===== config.mk =====
export PLATFORM = sky130hd
export DESIGN_NAME = neighbor_table_oldest_evict_core
export DESIGN_NICKNAME = d
export VERILOG_FILES = /design/src/rtl/ntoe_pkg.sv /design/src/rtl/ntoe_ram.sv /design/src/rtl/neighbor_table_oldest_evict_core.sv
export SDC_FILE = /design/constraint.sdc
export NUM_CORES = 1
export LEC_CHECK = 0
export BUFFER_PORTS_ARGS = -buffer_cell sky130_fd_sc_hd__buf_2
export CORE_MARGIN = 2
export CORE_UTILIZATION = 54
export DETAILED_ROUTE_END_ITERATION = 10
export PLACE_DENSITY = 0.75
export SLEW_MARGIN = 10
export SYNTH_ARGS = -nofsm -noshare
export SYNTH_HDL_FRONTEND = slang
export SYNTH_SLANG_ARGS = --single-unit

===== constraint.sdc =====
create_clock -name clk -period 12.2 [get_ports clk]
set_clock_uncertainty 0.1 [all_clocks]
set_input_delay 0.61 -clock clk [delete_from_list [all_inputs] [get_ports clk]]
set_output_delay 0.61 -clock clk [all_outputs]
set_load 0.05 [all_outputs]

===== src/rtl/ntoe_pkg.sv =====
// ----------------------------------------------------------------------------
// ntoe_pkg
// Shared types and constants for the neighbor table with oldest-entry
// replacement: transaction structs, table entry layout, outcome and
// register codes.
// ----------------------------------------------------------------------------
package ntoe_pkg;

    localparam int NTOE_TABLE_DEPTH = 8;

    localparam int NODE_W  = 8;
    localparam int VER_W   = 8;
    localparam int TIME_W  = 32;
    localparam int DATA_W  = 64;
    localparam int RIDX_W  = 3;
    localparam int OUT_W   = 3;
    localparam int ECNT_W  = 4;

    // Configuration register indexes
    localparam int CFG_IDX_W = 1;
    localparam logic [CFG_IDX_W-1:0] CFG_LOCAL_NODE_ID    = 1'b0;
    localparam logic [CFG_IDX_W-1:0] CFG_EXPECTED_VERSION = 1'b1;

    // Outcome codes
    localparam logic [OUT_W-1:0] OUT_BAD_LENGTH  = 3'd0;
    localparam logic [OUT_W-1:0] OUT_OWN_ID      = 3'd1;
    localparam logic [OUT_W-1:0] OUT_BAD_VERSION = 3'd2;
    localparam logic [OUT_W-1:0] OUT_UPDATED     = 3'd3;
    localparam logic [OUT_W-1:0] OUT_INSERTED    = 3'd4;
    localparam logic [OUT_W-1:0] OUT_REPLACED    = 3'd5;
    localparam logic [OUT_W-1:0] OUT_READ        = 3'd6;

    // Function codes
    localparam logic FUNC_RECEIVE = 1'b0;
    localparam logic FUNC_READ    = 1'b1;

    typedef struct packed {
        logic              func;
        logic              length_ok;
        logic [NODE_W-1:0] packet_node_id;
        logic [VER_W-1:0]  packet_version;
        logic [TIME_W-1:0] packet_timestamp;
        logic [DATA_W-1:0] packet_payload;
        logic [RIDX_W-1:0] read_index;
    } in_item_t;

    typedef struct packed {
        logic [OUT_W-1:0]  outcome;
        logic [RIDX_W-1:0] entry_index;
        logic [ECNT_W-1:0] entry_count;
        logic              read_valid;
        logic [NODE_W-1:0] read_node_id;
        logic [TIME_W-1:0] read_timestamp;
        logic [DATA_W-1:0] read_payload;
    } out_item_t;

    typedef struct packed {
        logic [NODE_W-1:0] node;
        logic [TIME_W-1:0] stamp;
        logic [DATA_W-1:0] data;
    } entry_t;

    localparam int ENTRY_W = $bits(entry_t);

endpackage


===== src/rtl/ntoe_ram.sv =====
// ----------------------------------------------------------------------------
// ntoe_ram
// Generic simple dual-port RAM: one write port, one read port with a
// registered read. Contents are not reset.
// ----------------------------------------------------------------------------
module ntoe_ram #(
    parameter int WIDTH = 8,
    parameter int DEPTH = 8
) (
    input  logic                     clk,
    input  logic                     we,
    input  logic [$clog2(DEPTH)-1:0] waddr,
    input  logic [WIDTH-1:0]         wdata,
    input  logic                     re,
    input  logic [$clog2(DEPTH)-1:0] raddr,
    output logic [WIDTH-1:0]         rdata
);

    logic [WIDTH-1:0] mem [DEPTH];
    logic [WIDTH-1:0] rdata_reg;

    always_ff @(posedge clk)
    begin
        if (we)
        begin
            mem[waddr] <= wdata;
        end
        if (re)
        begin
            rdata_reg <= mem[raddr];
        end
    end

    assign rdata = rdata_reg;

endmodule


===== src/rtl/neighbor_table_oldest_evict_core.sv =====
// Sequence: a dropped packet or a read beyond the count gives its result in the
//   cycle after accept; a valid read passes ST_READ; a receive visits ST_SCAN_RD
//   and ST_SCAN_CMP per entry scanned (filled count, fewer when a node ID match
//   ends the scan), then ST_WRITE; no stalls, results never wait, one at a time.
// Reset: filled count cleared, local_node_id = 0, expected_version = 1;
//   table RAM is not cleared, entries past the count are never exposed.
// ----------------------------------------------------------------------------
// neighbor_table_oldest_evict_core
// Neighbor table kept in one RAM. Receive transactions that pass the checks
// scan the filled entries for a matching node ID while tracking the oldest
// timestamp, then update, append or replace. Read transactions return one entry.
// ----------------------------------------------------------------------------
module neighbor_table_oldest_evict_core
    import ntoe_pkg::*;
#(
    parameter int TABLE_DEPTH = NTOE_TABLE_DEPTH
) (
    input  logic                 clk,
    input  logic                 rst_n,
    input  logic                 start,
    output logic                 busy,
    input  in_item_t             request,
    output logic                 done,
    output out_item_t            response,
    input  logic                 cfg_valid,
    output logic                 cfg_ready,
    input  logic [CFG_IDX_W-1:0] cfg_index,
    input  logic [7:0]           cfg_data
);

    localparam int IDX_W = $clog2(TABLE_DEPTH);
    localparam int CNT_W = $clog2(TABLE_DEPTH + 1);
    localparam int CMP_W = (CNT_W > RIDX_W) ? CNT_W : RIDX_W;
    localparam logic [CNT_W-1:0] FULL_COUNT = CNT_W'(TABLE_DEPTH);

    localparam logic [2:0] ST_IDLE     = 3'd0;
    localparam logic [2:0] ST_SCAN_RD  = 3'd1;
    localparam logic [2:0] ST_SCAN_CMP = 3'd2;
    localparam logic [2:0] ST_WRITE    = 3'd3;
    localparam logic [2:0] ST_READ     = 3'd4;

    logic [2:0]        state_reg, state_next;
    in_item_t          req_reg, req_next;
    logic [IDX_W-1:0]  idx_reg, idx_next;
    logic [IDX_W-1:0]  slot_reg, slot_next;
    logic [IDX_W-1:0]  min_idx_reg, min_idx_next;
    logic [TIME_W-1:0] min_time_reg, min_time_next;
    logic [OUT_W-1:0]  op_reg, op_next;
    logic [CNT_W-1:0]  count_reg, count_next;
    logic [NODE_W-1:0] local_id_reg;
    logic [VER_W-1:0]  exp_ver_reg;
    out_item_t         result_reg, result_next;
    logic              done_reg, done_next;

    logic              ram_we, ram_re;
    logic [IDX_W-1:0]  ram_waddr, ram_raddr;
    entry_t            ram_wentry;
    logic [ENTRY_W-1:0] ram_rvec;
    entry_t            ram_rentry;

    logic              accept;
    logic              read_hit;
    logic              last_entry;

    assign accept    = start && (state_reg == ST_IDLE);
    assign busy      = (state_reg != ST_IDLE);
    assign cfg_ready = 1'b1;
    assign done      = done_reg;
    assign response  = result_reg;

    assign ram_rentry = entry_t'(ram_rvec);
    assign read_hit   = CMP_W'(request.read_index) < CMP_W'(count_reg);
    assign last_entry = (CNT_W'(idx_reg) + CNT_W'(1)) == count_reg;

    ntoe_ram #(
        .WIDTH(ENTRY_W),
        .DEPTH(TABLE_DEPTH)
    ) u_table (
        .clk  (clk),
        .we   (ram_we),
        .waddr(ram_waddr),
        .wdata(ENTRY_W'(ram_wentry)),
        .re   (ram_re),
        .raddr(ram_raddr),
        .rdata(ram_rvec)
    );

    always_comb
    begin
        state_next    = state_reg;
        req_next      = req_reg;
        idx_next      = idx_reg;
        slot_next     = slot_reg;
        min_idx_next  = min_idx_reg;
        min_time_next = min_time_reg;
        op_next       = op_reg;
        count_next    = count_reg;
        result_next   = result_reg;
        done_next     = 1'b0;
        ram_we        = 1'b0;
        ram_re        = 1'b0;
        ram_waddr     = slot_reg;
        ram_raddr     = idx_reg;
        ram_wentry    = '{node: req_reg.packet_node_id, stamp: req_reg.packet_timestamp,
                          data: req_reg.packet_payload};

        unique case (state_reg)
            ST_IDLE:
            begin
                if (accept)
                begin
                    req_next    = request;
                    idx_next    = '0;
                    result_next = '0;
                    result_next.entry_count = ECNT_W'(count_reg);
                    if (request.func == FUNC_READ)
                    begin
                        result_next.outcome     = OUT_READ;
                        result_next.entry_index = request.read_index;
                        if (read_hit)
                        begin
                            ram_re     = 1'b1;
                            ram_raddr  = IDX_W'(request.read_index);
                            state_next = ST_READ;
                        end
                        else
                        begin
                            done_next = 1'b1;
                        end
                    end
                    else
                    begin
                        priority if (!request.length_ok)
                        begin
                            result_next.outcome = OUT_BAD_LENGTH;
                            done_next = 1'b1;
                        end
                        else if (request.packet_node_id == local_id_reg)
                        begin
                            result_next.outcome = OUT_OWN_ID;
                            done_next = 1'b1;
                        end
                        else if (request.packet_version != exp_ver_reg)
                        begin
                            result_next.outcome = OUT_BAD_VERSION;
                            done_next = 1'b1;
                        end
                        else if (count_reg == '0)
                        begin
                            slot_next  = '0;
                            op_next    = OUT_INSERTED;
                            state_next = ST_WRITE;
                        end
                        else
                        begin
                            state_next = ST_SCAN_RD;
                        end
                    end
                end
            end

            ST_SCAN_RD:
            begin
                ram_re     = 1'b1;
                state_next = ST_SCAN_CMP;
            end

            ST_SCAN_CMP:
            begin
                if (ram_rentry.node == req_reg.packet_node_id)
                begin
                    slot_next  = idx_reg;
                    op_next    = OUT_UPDATED;
                    state_next = ST_WRITE;
                end
                else
                begin
                    // strict compare keeps the lowest index on a tie
                    if ((idx_reg == '0) || (ram_rentry.stamp < min_time_reg))
                    begin
                        min_time_next = ram_rentry.stamp;
                        min_idx_next  = idx_reg;
                    end
                    if (last_entry)
                    begin
                        if (count_reg < FULL_COUNT)
                        begin
                            slot_next = IDX_W'(count_reg);
                            op_next   = OUT_INSERTED;
                        end
                        else
                        begin
                            slot_next = min_idx_next;
                            op_next   = OUT_REPLACED;
                        end
                        state_next = ST_WRITE;
                    end
                    else
                    begin
                        idx_next   = idx_reg + IDX_W'(1);
                        state_next = ST_SCAN_RD;
                    end
                end
            end

            ST_WRITE:
            begin
                ram_we = 1'b1;
                if (op_reg == OUT_INSERTED)
                begin
                    count_next = count_reg + CNT_W'(1);
                end
                result_next.outcome     = op_reg;
                result_next.entry_index = RIDX_W'(slot_reg);
                result_next.entry_count = ECNT_W'(count_next);
                done_next  = 1'b1;
                state_next = ST_IDLE;
            end

            ST_READ:
            begin
                result_next.read_valid     = 1'b1;
                result_next.read_node_id   = ram_rentry.node;
                result_next.read_timestamp = ram_rentry.stamp;
                result_next.read_payload   = ram_rentry.data;
                done_next  = 1'b1;
                state_next = ST_IDLE;
            end

            default:
            begin
                state_next = ST_IDLE;
            end
        endcase
    end

    always_ff @(posedge clk or negedge rst_n)
    begin
        if (!rst_n)
        begin
            state_reg    <= ST_IDLE;
            idx_reg      <= '0;
            count_reg    <= '0;
            done_reg     <= 1'b0;
            local_id_reg <= '0;
            exp_ver_reg  <= 8'd1;
        end
        else
        begin
            state_reg <= state_next;
            idx_reg   <= idx_next;
            count_reg <= count_next;
            done_reg  <= done_next;
            if (cfg_valid && cfg_ready)
            begin
                unique case (cfg_index)
                    CFG_LOCAL_NODE_ID:    local_id_reg <= cfg_data;
                    CFG_EXPECTED_VERSION: exp_ver_reg  <= cfg_data;
                    default:              ;
                endcase
            end
        end
    end

    always_ff @(posedge clk)
    begin
        req_reg      <= req_next;
        slot_reg     <= slot_next;
        min_idx_reg  <= min_idx_next;
        min_time_reg <= min_time_next;
        op_reg       <= op_next;
        result_reg   <= result_next;
    end

`ifndef SYNTHESIS
    a_count_bound: assert property (@(posedge clk) disable iff (!rst_n)
        count_reg <= FULL_COUNT)
        else $error("filled count exceeds table depth");

    a_read_in_range: assert property (@(posedge clk) disable iff (!rst_n)
        ram_re |-> (CNT_W'(ram_raddr) < count_reg))
        else $error("table read beyond filled entries");

    a_write_reports: assert property (@(posedge clk) disable iff (!rst_n)
        ram_we |=> done_reg)
        else $error("table write without a result");

    a_count_grows_on_insert: assert property (@(posedge clk) disable iff (!rst_n)
        (count_reg != $past(count_reg)) |->
            (done_reg && (result_reg.outcome == OUT_INSERTED)
             && (count_reg == $past(count_reg) + CNT_W'(1))))
        else $error("filled count changed without an insert");

    a_insert_index: assert property (@(posedge clk) disable iff (!rst_n)
        (done_reg && (result_reg.outcome == OUT_INSERTED)) |->
            (result_reg.entry_index == RIDX_W'(result_reg.entry_count - ECNT_W'(1))))
        else $error("inserted entry not at the end of the table");
`endif

endmodule

==> results of run 1 <==
==> report_power, final <==
group | switching [W] | internal (W)
clock network | 0.00150 | 0.00209
logic | 0.00128 | 0.000731
registers | 0.000290 | 0.00532
total | 0.00307 | 0.00814
==> layer usage <==
| layer | wire length [um] | vias up |
|---|---|---|
| met5 | 12 | - |
| met4 | 1652 | 2 |
| met3 | 6730 | 118 |
| met2 | 46650 | 835 |
| met1 | 37850 | 11000 |
| li1 | - | 8977 |
==> metrics by stage <==
stage	instance area, um2	worst slack [ns]
after floorplan	45630	0.6373
after global placement	48220	6.825
after detailed placement	48220	6.646
after CTS	52700	6.609
after global routing	52700	6.421
final	52700	6.744
==> layout make-up <==
| cell class | instances | area (um2) |
|---|---|---|
| Antenna cell | 1 | 2.502 |
| Clock buffer | 141 | 2997 |
| Clock inverter | 76 | 847.1 |
| Fill cell | 5480 | 30980 |
| Inverter | 44 | 170.2 |
| Multi-Input combinational cell | 674 | 8519 |
| Sequential cell | 1223 | 36590 |
| Tap cell | 1134 | 1419 |
| Timing Repair Buffer | 333 | 2157 |
==> worst max-delay path, delay by kind of cell, from the launching register on <==
family,cells,cell delay [ns]
AO/OA/AOI/OAI,1,0.59
buffers and inverters,3,2.35
flip-flops,1,0.49
multiplexers,3,1.20
AND/OR/NAND/NOR,2,0.39
==> repair_timing <==
item,4_1_cts,5_1_grt
hold buffers,64,0
hold endpoints to repair,89,0
resized for setup,0,0
==> cells by family after synthesis <==
group | count (synthesis) | share of synthesized area
adders and majority gates | 37 | 0.01015
buffers and inverters | 122 | 0.01382
DFF | 1223 | 0.8019
AOI/OAI and AO/OA | 61 | 0.008638
and+or+nand+nor | 213 | 0.02638
other | 1 | 0.00008218
muxes | 332 | 0.1333
xor gates and xnor gates | 30 | 0.005758
==> synth_stat cells, types with 2 or more instances <==
library cell / n
edfxtp_1: 1196
mux4_2: 208
mux2_2: 121
and2_1: 104
inv_1: 42
nand2_1: 41
ha_1: 37
clkbuf_1: 31
buf_2: 27
dfrtp_1: 26
nor2_1: 18
o21ai_0: 18
buf_6: 17
xor2_1: 17
a21oi_1: 16
xnor2_1: 13
nor3_1: 9
nand3_1: 7
nand4_1: 7
nor4_1: 7
a31o_2: 5
a311oi_1: 4
a21boi_0: 3
nand2b_1: 3
nand4b_1: 3
nor2b_1: 3
o311a_1: 3
a221oi_1: 2
and4_1: 2
buf_4: 2
inv_2: 2
mux2i_1: 2
nor4b_1: 2
o211ai_1: 2
==> layout by cell type, fill, tap and decap left out, types with 7 or more instances in the layout <==
cell,n
mux2_2,121
xnor2_1,13
edfxtp_1,1196
bufinv_16,16
dfrtp_1,26
mux4_2,208
buf_2,246
a21oi_1,16
clkinv_2,23
dlygate4sd3_1,64
nor2_1,15
nand4_1,7
buf_4,14
xor2_1,17
inv_1,42
buf_12,9
and2_1,104
nand3_1,7
nand2_1,41
clkbuf_1,25
clkbuf_16,116
clkinv_1,23
ha_1,37
o21ai_0,18
==> worst paths after layout <==
check                                                   end  slack (ns)
worst max-delay path            u_table.rdata[13]$_DFFE_PP_        6.74
worst min-delay path               ram_wentry[27]$_DFFE_PP_        0.04
worst max register to register  u_table.rdata[13]$_DFFE_PP_        6.74
worst min register to register   min_time_reg[22]$_DFFE_PP_        0.39
max in group asynchronous       local_id_reg[7]$_DFFE_PN0P_       11.19
min in group asynchronous       local_id_reg[0]$_DFFE_PN0P_        0.38
==> impl_metrics.toml, run 1 <==
[placed_design]
io_buffers = 246
hpwlAfterDp_um = 46610
place_congestion = 0.7883
post-place-cells = 3344

[clocking]
cts_tree = "done"
post_cts_buffers = 0
clock_latency_ns = 0.70
clockBufferDepth = 3
cts.sink_count = 1223
h-tree-depth = 3
numCtsBuffers = 115
path_clk_slew_ns = 0.06
cts_root_buffer = "clkbuf_16"

[pwr]
p_leak_nw = 17.88
power_density_nw_per_um2 = 212.7
total_power_w = 0.01121
peakVddDrop_v = 0.0001528

[grt]
grt-ovfl-total = 0
grt_busiest_layer = "met2"
first_global_vias = 21620
grt_use_met2 = 0.3596
grt_pass1_wl_um = 136900
antenna_found_initial = 3
grt_max_degree = 105
grt_util_met1 = 0.3008
grt.met3_usage = 0.03582
grt_usage = 0.2160

[hold_path]
hold_depth = 1
hold_path.startpoint = "request[30]"
hold_path.class = "input port to flip-flop"

[logic_synthesis]
yosysWarningCount = 0
netlist_instances = 2019
netlist_top_cells_area = "edfxtp_1 (79%), mux4_2 (10%), mux2_2 (3.0%)"
synth-seq-area-share = 0.8019
yosysTopAreaCell = "edfxtp_1"
synth-edff-count = 1196
async_flop_share = 0.02208
synth_fp_nets = 2186
syn_avg_cell_area_um2 = 22.60
yosysUniqueCellTypes = 53
synth_top_area_share = 0.7871
ys_seq_elements = 1223
synth_flop_cell = "edfxtp_1"
syn-cell-area_um2 = 45630

[critical_path]
start_kind = "flip-flop"
endpoint_kind = "flip-flop"
cp_common_cell = "buf_4"
cpMaxStageDelayCell = "buf_4"
critPathMaxStageDelay_ns = 0.89
path_max_fanout = 68
cp.required_ns = 12.53
crit_arrival_ns = 5.78
worst_r2r_path_depth = 9
critPathKind = "flip-flop to flip-flop"
startpoint = "state_reg[0]$_DFFE_PN0P_"
reg2reg_from = "state_reg[0]$_DFFE_PN0P_"
critical_path.cell_chain = "nor3_4 > nand2_2 > inv_6 > o311a_1 > mux2i_4 > buf_4 > buf_4 > mux4_2 > mux2_2"

[detailed_routing]
drtAntennaViolNets = 0
drt-total-wl_um = 92890
drc = 0
wire_per_inst_um = 25.62
first_pass_iters = 7
drtIter0Drc = 2056
vias = 20930
vias_per_cell = 5.772

[finish]
largest-register = "u_table.mem"
drive_above_1_share = 0.3179
finalNetCount = 2558
largest_register_ffs = 832
final_util = 0.6298
area_growth_pct = 15.50
fin_cells = 3626

[status]
status = "finished, final reports clean"

[floorplanning]
initial_core_util = 0.5452
fp.dieH_um = 294.7
io_pins = 248
dieArea_um2 = 86840
core.rowCount = 106
core-area_um2 = 83690
die_w_um = 294.7

[timing]
min_period_ns = 5.456
setup_viol = 0
tightest_slew_ns = 1.171
hold_viol = 0
rsz0062_at_grt = "false"
drv_slew = 0
holdWs_ns = 0.03898
fmax_ghz = 0.1833
fin_crit_sh = 0.4472
fin_setup_tns_ns = 0
slew_headroom = 0.2175

[flow_run]
max_cap_violations = 0
No activity file was read; power rests on OpenSTA's default activity.
==> run 2, diff against run 1 <==
Clock period 12.2 ns to 4.6 ns, I/O delays scaled along.
==> run 2 against run 1 <==
Routed wire length increased by 0.89%. Die area did not move. Non-clock buffer count rose by 83. Final area increased by 2.0%. Sequential power increased to 2.7 times the previous value. Register-to-register slack lost 6.0 ns. Largest power group unchanged.
==> impl_metrics.toml, run 2 (synthesized netlist as in run 1, its figures left out) <==
[pwr]
p_leak_nw = 18.36
peakVddDrop_v = 0.0003985
power_density_nw_per_um2 = 557.4

[clocking]
path_clk_slew_ns = 0.06
clockBufferDepth = 3
cts_tree = "done"
cts_root_buffer = "clkbuf_16"
h-tree-depth = 3
numCtsBuffers = 116
clock_latency_ns = 0.68
cts_resized = 0
cts.sink_count = 1223

[timing]
tightest_slew_ns = 1.171
setup_viol = 0
fin_crit_sh = 0.8313
fin_setup_tns_ns = 0
hold_viol = 0
rsz0062_at_grt = "false"
slew_headroom = 0.2170
fmax_ghz = 0.2615
fin_ws_ns = 0.7759
min_period_ns = 3.824
drv_slew = 0

[floorplanning]
die_w_um = 294.7
io_pins = 248
initial_core_util = 0.5452
core.rowCount = 106
dieArea_um2 = 86840
core-area_um2 = 83690
fp.dieH_um = 294.7

[status]
status = "finished, final reports clean"

[placed_design]
place_congestion = 0.8281
post-place-cells = 3368
io_buffers = 246
place_area_um2 = 48660
hpwlAfterDp_um = 49090
place_ws_ns = 0.7879

[grt]
grt_pass1_wl_um = 138500
grt-ovfl-total = 0
grt_max_degree = 125
antenna_found_initial = 2
grt_usage = 0.2180
first_global_vias = 22210

[detailed_routing]
drtIter0Drc = 1971
vias = 21230
drtAntennaViolNets = 0
vias_per_cell = 5.727
wire_per_inst_um = 25.27
drc = 0
first_pass_iters = 7
drt-total-wl_um = 93710

[critical_path]
reg2reg_from = "count_reg[1]$_DFFE_PN0P_"
endpoint_kind = "flip-flop"
worst-r2r-setup-slack_ns = 0.78
crit_arrival_ns = 4.16
critPathKind = "flip-flop to flip-flop"
cp.required_ns = 4.93
path_max_fanout = 55
startpoint = "count_reg[1]$_DFFE_PN0P_"
start_kind = "flip-flop"

[finish]
drive_above_1_share = 0.3195
final_cell_mix = "edfxtp_1 (1196), buf_2 (246), mux4_2 (208)"
largest_register_ffs = 832
largest-register = "u_table.mem"
final_common_cell = "edfxtp_1"
final_util = 0.6422
fin_cells = 3708
stdcell_area_um2 = 53740
finalNetCount = 2642
area_growth_pct = 17.77

[flow_run]
max_cap_violations = 0

[hold_path]
hold_path.class = "input port to asynchronous set/reset pin"
run 2: critical path: stages, from the launching register on:
cell	delay, ns
dfrtp_1	0.42
inv_1	0.14
ha_1	0.24
o21ai_1	0.06
nor3b_2	0.23
o311a_1	0.49
mux2i_4	0.33
buf_12	0.24
buf_12	0.43
mux4_2	0.57
mux2_2	0.28
run 2: through the flow:
| stage | power, W | hold WS, ns |
|---|---|---|
| 4_1_cts | 0.03021 | 0.001395 |
| 5_1_grt | 0.03108 | 0.03800 |
| 3_5_place_dp | 0.02056 | 0.1915 |
| 2_1_floorplan | 0.01888 | -0.1656 |
| 6_report | 0.02995 | 0.02739 |
| 3_3_place_gp | 0.02038 | 0.1783 |
run 2: power breakdown:
part           switching, W  leakage [nW]  total, W  internal, W
Sequential         0.000753          11.3    0.0149       0.0141
Combinational       0.00341          5.20   0.00553      0.00212
Clock               0.00404          1.88   0.00957      0.00553
run 2: cell type report:
cell class | count | area [um2]
Timing Repair Buffer | 416 | 3153
Clock buffer | 132 | 2963
Sequential cell | 1223 | 36590
Fill cell | 5433 | 29950
Multi-Input combinational cell | 674 | 8553
Tap cell | 1134 | 1419
Inverter | 44 | 170.2
Clock inverter | 84 | 888.4
Antenna cell | 1 | 2.502
run 2: worst paths after layout:
path | endpoint | depth (start not counted)
worst max-delay path | u_table.rdata[49]$_DFFE_PP_ | 10
worst min-delay path | exp_ver_reg[1]$_DFFE_PN0P_ | 2
worst max register to register | u_table.rdata[49]$_DFFE_PP_ | 10
worst min register to register | min_time_reg[17]$_DFFE_PP_ | 0
max in group asynchronous | state_reg[1]$_DFFE_PN0P_ | 2
min in group clk | exp_ver_reg[4]$_DFFE_PN0P_ | 3
run 2: metal layers:
layer,global-route usage,vias to the layer above,wire (um)
met4,0.06384,0,2046
li1,-,9142,-
met2,0.3686,792,47580
met3,0.03514,147,5730
met5,0,-,0
met1,0.2960,11150,38360
run 2: what timing repair did:
action                                  in CTS  in global routing
hold endpoints to repair                   157                  0
setup buffers                                0                  0
endpoints found under the setup margin       0                  0
hold buffers                               123                  0
==> run 3, diff against run 2 <==
Settings changed: PLACE_DENSITY 0.75 to 0.72.
Clock period 4.6 ns to 3.8 ns, I/O delays scaled along.
==> run 3 against run 2 <==
Routed wire length fell by 0.57%. Non-clock buffer count rose by 6. Clock-buffer cell count increased by 12. Sequential power up 21%. Via count down 0.26%. Combinational power increased by 22%. Critical path type unchanged. Maximum frequency increased by 8.9%. Final area up 0.87%. Critical endpoint is now u_table.rdata[34]$_DFFE_PP_. Die area did not move. Utilization increased by 0.56 points.
==> impl_metrics.toml, run 3 (synthesized netlist as in run 1, its figures left out) <==
[critical_path]
critPathKind = "flip-flop to flip-flop"
crit_arrival_ns = 3.83
cp.required_ns = 4.12
path_max_fanout = 39
start_kind = "flip-flop"
endpoint_kind = "flip-flop"
worst_r2r_path_depth = 10

[timing]
slew_headroom = 0.4443
setup_viol = 0
fin_crit_sh = 0.9238
drv_slew = 0
rsz0062_at_grt = "false"
tightest_slew_ns = 0.8335
hold_viol = 0
fmax_ghz = 0.2849
min_period_ns = 3.511

[placed_design]
place_congestion = 0.7717
post-place-cells = 3370
io_buffers = 246
hpwlAfterDp_um = 48540

[detailed_routing]
drt-total-wl_um = 93180
first_pass_iters = 8
vias = 21180
drtIter0Drc = 1880
wire_per_inst_um = 25.06
vias_per_cell = 5.696
drtAntennaViolNets = 0
drc = 0

[floorplanning]
fp.dieH_um = 294.7
die_w_um = 294.7
core.rowCount = 106
core-area_um2 = 83690
dieArea_um2 = 86840
io_pins = 248
initial_core_util = 0.5452

[clocking]
clockBufferDepth = 3
cts_root_buffer = "clkbuf_16"
cts_resized = 0
h-tree-depth = 3
cts.sink_count = 1223
numCtsBuffers = 117
clock_latency_ns = 0.70
post_cts_buffers = 0
cts_tree = "done"
path_clk_slew_ns = 0.06

[finish]
area_growth_pct = 18.80
final_common_cell = "edfxtp_1"
antenna_cells = 0
final_cell_mix = "edfxtp_1 (1196), buf_2 (246), mux4_2 (208)"
largest_register_ffs = 832
finalNetCount = 2649
n_fill_cell = 5408
drive_above_1_share = 0.3212
fin_cells = 3718
largest-register = "u_table.mem"

[grt]
grt_max_degree = 107
grt_pass1_wl_um = 138500
grt-ovfl-total = 0
antenna_found_initial = 5
grt_usage = 0.2177
first_global_vias = 22380

[hold_path]
hold_path.class = "input port to flip-flop"
hold_depth = 7

[status]
status = "finished, final reports clean"

[flow_run]
max_cap_violations = 0

[pwr]
total_power_w = 0.03719
p_leak_nw = 18.56
peakVddDrop_v = 0.0005110
power_density_nw_per_um2 = 686.1
## run 3: final cells by class
| class | instances | area, um2 | area share |
|---|---|---|---|
| clock buffers | 144 | 3049 | 0.05625 |
| clock inverters | 77 | 1132 | 0.02089 |
| inverters | 44 | 170.2 | 0.003139 |
| multi-input cells | 674 | 8566 | 0.1580 |
| flip-flops and latches | 1223 | 36590 | 0.6750 |
| well taps | 1134 | 1419 | 0.02617 |
| repair buffers | 422 | 3281 | 0.06052 |
## run 3: path summary, 6_finish.rpt
path                                             start                          end  slack (ns)
max                           count_reg[1]$_DFFE_PN0P_  u_table.rdata[34]$_DFFE_PP_        0.29
min                                        request[99]      response[113]$_DFFE_PP_        0.05
max reg2reg                   count_reg[1]$_DFFE_PN0P_  u_table.rdata[34]$_DFFE_PP_        0.29
min reg2reg                u_table.rdata[93]$_DFFE_PP_   min_time_reg[29]$_DFFE_PP_        0.38
max in group asynchronous                        rst_n     count_reg[2]$_DFFE_PN0P_        2.95
min in group asynchronous                        rst_n       idx_reg[1]$_DFFE_PN0P_        0.49
## run 3: through the flow
step / cell area (um2) / utilization / hold WS, ns / worst slack (ns) / TNS, ns
final: 54210 / 0.6477 / 0.05382 / 0.2894 / 0
after global routing: 54210 / 0.6477 / 0.07365 / 0.05726 / 0
after CTS: 54210 / 0.6477 / 0.02268 / 0.2558 / 0
after detailed placement: 48750 / 0.5825 / 0.1523 / 0.2876 / 0
after global placement: 48750 / 0.5825 / 0.1355 / 0.3167 / 0
after floorplan: 45750 / - / -0.2056 / -0.8657 / -119.61
## run 3: where the power goes
group	internal, W	total [W]	switching, W
registers	0.0171	0.0180	0.000972
clock network	0.00745	0.0124	0.00496
logic	0.00264	0.00675	0.00410
## run 3: worst max-delay path, cell delays in order, from the launching register on
cell     delay, ns
dfrtp_1       0.41
inv_1         0.11
ha_1          0.28
o21ai_1       0.07
nor3b_2       0.21
o311a_1       0.28
mux2i_4       0.35
buf_12        0.36
buf_12        0.24
mux4_2        0.51
mux2_2        0.28
## run 3: repair_timing
item                                    CTS  global route
endpoints found under the setup margin    0             0
endpoints found under the hold margin   161             0
hold buffers                            127             0
## run 3: routing by layer
metal  track usage  up-vias  share of wire
met1        0.2912    11220           0.40
met5             0        -        0.00029
met3       0.03906      114          0.064
li1              -     9172              -
met2        0.3718      673           0.51
met4       0.05911        4          0.020
